### config.mk
export PLATFORM = sky130hd
export DESIGN_NAME = bmp_modmul
export DESIGN_NICKNAME = d
export VERILOG_FILES = /design/src/hw/rtl/bmp_pkg.sv /design/src/hw/rtl/bmp_modmul.sv
export SDC_FILE = /design/constraint.sdc
export NUM_CORES = 1
export LEC_CHECK = 0
export ABC_AREA = 1
export BUFFER_PORTS_ARGS = -buffer_cell sky130_fd_sc_hd__buf_2
export CAP_MARGIN = 20
export CORE_ASPECT_RATIO = 1.75
export CORE_MARGIN = 5
export CORE_UTILIZATION = 51
export DETAILED_ROUTE_END_ITERATION = 12
export GPL_TIMING_DRIVEN = 0
export PLACE_DENSITY = 0.68
export SKIP_CTS_REPAIR_TIMING = 1
export SLEW_MARGIN = 20
export SYNTH_ARGS = -nofsm -noshare
export SYNTH_HDL_FRONTEND = slang
export SYNTH_SLANG_ARGS = --single-unit
### constraint.sdc
create_clock -name clk -period 5.2 [get_ports clk]
set_input_delay 0.26 -clock clk [delete_from_list [all_inputs] [get_ports clk]]
set_output_delay 0.26 -clock clk [all_outputs]
set_load 0.02 [all_outputs]
### src/hw/rtl/bmp_pkg.sv
// shared constants for the binomial coefficient mod prime block
`timescale 1ns / 1ps
package bmp_pkg;
  localparam int TABLE_DEPTH = 1024;
  localparam int ADDR_W      = $clog2(TABLE_DEPTH);
  localparam int VAL_W       = 31;
  localparam int FIELD_W     = 10;
  localparam int MUL_STEPS   = VAL_W;
  localparam int STEP_W      = $clog2(MUL_STEPS);
  localparam logic [VAL_W-1:0] MOD_RESET = VAL_W'(1000000007);
endpackage

### src/hw/rtl/bmp_modmul.sv
// bit-serial modular multiplier, one multiplier bit per cycle
`timescale 1ns / 1ps
module bmp_modmul (
  input  logic                       clk,
  input  logic                       rst,
  input  logic                       start,
  input  logic [bmp_pkg::VAL_W-1:0]  a,
  input  logic [bmp_pkg::VAL_W-1:0]  b,
  input  logic [bmp_pkg::VAL_W-1:0]  m,
  output logic                       done,
  output logic [bmp_pkg::VAL_W-1:0]  product
);
  import bmp_pkg::*;

  logic              busy;
  logic [STEP_W-1:0] cnt;
  logic [VAL_W-1:0]  acc;
  logic [VAL_W-1:0]  a_r;
  logic [VAL_W-1:0]  b_r;
  logic [VAL_W+1:0]  sum;
  logic [VAL_W+1:0]  m1;
  logic [VAL_W+1:0]  m2;
  logic [VAL_W-1:0]  acc_next;

  // double, add next partial product, reduce below m
  always_comb begin
    m1  = {2'b00, m};
    m2  = {1'b0, m, 1'b0};
    sum = {1'b0, acc, 1'b0} + (b_r[VAL_W-1] ? {2'b00, a_r} : '0);
    if (sum >= m2) begin
      acc_next = VAL_W'(sum - m2);
    end else if (sum >= m1) begin
      acc_next = VAL_W'(sum - m1);
    end else begin
      acc_next = VAL_W'(sum);
    end
  end

  // step sequencing
  always_ff @(posedge clk) begin
    if (rst) begin
      busy <= 1'b0;
      done <= 1'b0;
      cnt  <= '0;
    end else begin
      done <= 1'b0;
      if (start) begin
        busy <= 1'b1;
        cnt  <= STEP_W'(MUL_STEPS - 1);
      end else if (busy) begin
        if (cnt == '0) begin
          busy <= 1'b0;
          done <= 1'b1;
        end else begin
          cnt <= cnt - 1'b1;
        end
      end
    end
  end

  // datapath
  always_ff @(posedge clk) begin
    if (start) begin
      acc <= '0;
      a_r <= a;
      b_r <= b;
    end else if (busy) begin
      acc <= acc_next;
      b_r <= {b_r[VAL_W-2:0], 1'b0};
    end
  end

  assign product = acc;
endmodule

==> summary.md <==
| Metric | Value |
|---|---|
| Achievable clock frequency | 201 MHz |
| GR Layer Usage met3 | 2.95% |
| Number of primary I/O pins | 128 |
| Fraction of final layout cells sized beyond drive strength 1 | 14.1% |
| Met1 usage in global routing | 30.3% |
| Detailed Route Iter0 Violations | 589 |
| Worst-path fanout max | 10 |
| Number of iterations in the first detailed-routing pass | 5 |
| Initial Util | 51.5% |
| X dimension of the die | 119 um |
| Final count of hold timing violations | 0 |
| Routability congestion estimate | 1.05 |
| Most frequent cell on the critical path | nand2_1 |
| Fin nets | 1982 |
| HPWL after detailed placement | 33500 um |
| Number of antenna violations at the first check in global routing | 0 |
| Worst slack after detailed placement | -78.3 ps |
| WP data required | 5470 ps |
| Result of the run | finished clean |
| Final max-slew violation count | 0 |
| Vias per Instance | 5.42 |
| Min Tclk post-route | 4980 ps |
| Library cell used as clock root buffer | clkbuf_16 |
| CTS tree | done |
| Hold WS | 78.6 ps |
| Worst-case headroom to the max-slew limit | 48.9% |
| Met2 usage | 59.6% |
| Synthesized cell area | 10700 sq um |
| Drt drc | 0 |
| Die area | 24100 sq um |
| Routed wire length per instance | 18.8 um |
| Yosys Warn Count | 0 |
| Post-detailed-routing wire length | 38400 um |
| Worst hold path depth | 1 |
| Reg2reg setup slack | 220 ps |
| Number of buffers and inverters on the critical path | 4 |
| Area grow syn2layout | 12.6% |
| Number of buffers inserted by port buffering | 127 |
| CP arrival | 5260 ps |
| Number of setup violations in the final report | 0 |
| Most utilized layer in the global route result | met2 |
| Mean instance size in the synthesized netlist | 6.48 sq um |
| Maximum root-to-sink buffer count | 2 |
| First-pass GRT wire length | 58600 um |
| Total global routing overflow | 0 |
| Placement Rows | 70 |
| Gate count after technology mapping | 1650 |
| Post-route antenna net violation count | 0 |
| Number of cells in the finished layout apart from fillers | 2047 |
| Unique cell type count in the Yosys netlist | 53 |
| Capture point of the worst reg-to-reg path | product[25]$_SDFFE_PP0P_ |
| Total track usage | 31.7% |
| H-Tree Level Count | 3 |
| Gate family responsible for the most delay along the worst path | simple AND/OR/NAND/NOR gates |
| Number of placed instances, taps included | 2029 |
| Origin of the worst min-delay path | a[4] |
| Syn Nets | 1842 |
| Startpoint of the worst register-to-register path | b_r[30]$_DFFE_PP_ |
| Proportion of synthesized chip area in sequential cells | 24.5% |
| Unrepaired setup endpoints after global routing | false |
| Startpoint-to-endpoint class of the critical path | register to register |
| Worst setup margin | 215 ps |
| Via count of the first global-routing pass | 11447 |
| Largest stage delay, worst path | 580 ps |
| CP max stage cell | nor4_1 |
| Worst-margin pin slew | 766 ps |
| Endpoint type of the worst setup path | register |
| Worst setup skew after layout | 9.40 ps |
| Startpoint types | register |
| Pin count of the biggest net entering global routing | 33 |
| Clock-pin transition on the worst setup and hold timing paths | 80 ps |
| Routed via count | 11100 |
| Total inserted antenna cells | 0 |
| Die Ht | 202 um |
| Register-to-Register Path Depth | 27 |
| Cts bufs inserted | 9 |
| CTS sink cnt | 100 |
| Critical Path Source | b_r[30]$_DFFE_PP_ |
| Post-layout instance area | 12000 sq um |
| Period utilisation layout | 95.9% |
| Cell leakage power | 6.57 nW |
| Core area | 20800 sq um |
| Count of maximum capacitance violations | 0 |
| Worst hold endpoint | a_r[4]$_DFFE_PP_ |
| Peak supply drop | 266 uV |
| Type of the tightest min-delay check | input port to register |
| Seq cells post-synth | 100 |
| Cell area reported after detailed placement | 11600 sq um |
| PwrDens | 410 nW/um^2 |
| Sum of negative setup slack | 0 ps |
| Clock latency of the later-clocked register in the worst-skew pair | 350 ps |
[power by group]
group,switching (mW),internal (mW)
combinational,2.19,1.05
sequential,0.0609,0.939
clock,0.327,0.370
total,2.58,2.36
[per-layer routing]
layer  wire, um  vias up
met2      19800      393
li1           -     5618
met3       1500      168
met1      13100     4921
met4       3950        0
met5          0        -
[layout make-up]
cell class / count / area, sq um
plain buffers: 33 / 213
clock buffers: 10 / 250
clock inverters: 6 / 70.1
fillers: 2138 / 8720
inverters: 256 / 961
multi-input cells: 1261 / 6950
flip-flops and latches: 100 / 2620
well taps: 252 / 315
repair buffers: 129 / 651
[layout by cell type, fill, tap and decap left out, drive strengths merged]
cell type / count
nor4: 1
nor2: 125
or2: 7
o21a: 2
o21bai: 16
a22oi: 1
o211ai: 2
buf: 143
nand4: 24
o22ai: 1
nand2b: 1
nor3: 18
o21ai: 81
ha: 93
a21oi: 169
xnor2: 16
nand3: 97
and3: 1
inv: 259
nand2: 532
a21boi: 1
edfxtp: 62
nand3b: 6
xor2: 43
clkbuf: 29
a21o: 8
a31oi: 3
nor3b: 3
clkinv: 3
and2: 6
o2111ai: 1
dfxtp: 38
fa: 3
[state kept, by name, indices dropped and copies added, names as in the netlist]
| signal | count |
|---|---|
| busy | 1 |
| cnt | 5 |
| b_r | 31 |
| done | 1 |
| product | 31 |
| a_r | 31 |
[cells in the mapped netlist, drive strengths merged]
cell type,instances,area [sq um]
nand4,24,165
nor4,1,6.26
a22oi,1,7.51
xor2,43,377
o22ai,1,6.26
a21o,8,60.1
o21bai,16,120
fa,3,60.1
nor3b,3,32.5
edfxtp,62,1860
and2,6,37.5
a31oi,3,18.8
nand2,532,2060
o21ai,81,409
inv,256,961
nor2,125,492
nor3,18,101
a21boi,1,7.51
nand3,97,523
o21a,2,15.0
nand3b,6,57.6
and3,1,6.26
o2111ai,1,8.76
a21oi,169,958
nand2b,1,6.26
dfxtp,38,761
clkbuf,20,95.1
buf,13,114
xnor2,16,140
o211ai,2,15.0
or2,7,43.8
ha,93,1160
[logic make-up (layout without fill, tap and decap cells)]
family                   count (synthesis)  count (layout)  share of synthesized area [%]
XOR/XNOR                                59              59                           4.83
AO/OA/AOI/OAI                          285             285                           15.2
adder cells (fa/ha/maj)                 96              96                           11.4
flip-flops                             100             100                           24.5
buffers and inverters                  289             434                           10.9
AND/OR/NAND/NOR                        821             821                           33.0
[how the worst max path moves through the flow]
stage                                to  slack [ps]  cells past startpoint
6_report       product[25]$_SDFFE_PP0P_         220                     27
4_1_cts        product[27]$_SDFFE_PP0P_        -110                     25
5_1_grt        product[23]$_SDFFE_PP0P_           8                     29
2_1_floorplan   product[1]$_SDFFE_PP0P_        1300                     32
3_3_place_gp   product[27]$_SDFFE_PP0P_         -70                     26
3_5_place_dp   product[27]$_SDFFE_PP0P_         -80                     26
[stage by stage]
step	power, mW	util (%)
2_1_floorplan	3.22	-
3_3_place_gp	4.15	56.1
3_5_place_dp	4.16	56.1
4_1_cts	4.87	57.6
5_1_grt	5.30	58.0
6_report	4.94	58.0
(Power assumes the default switching activity.)
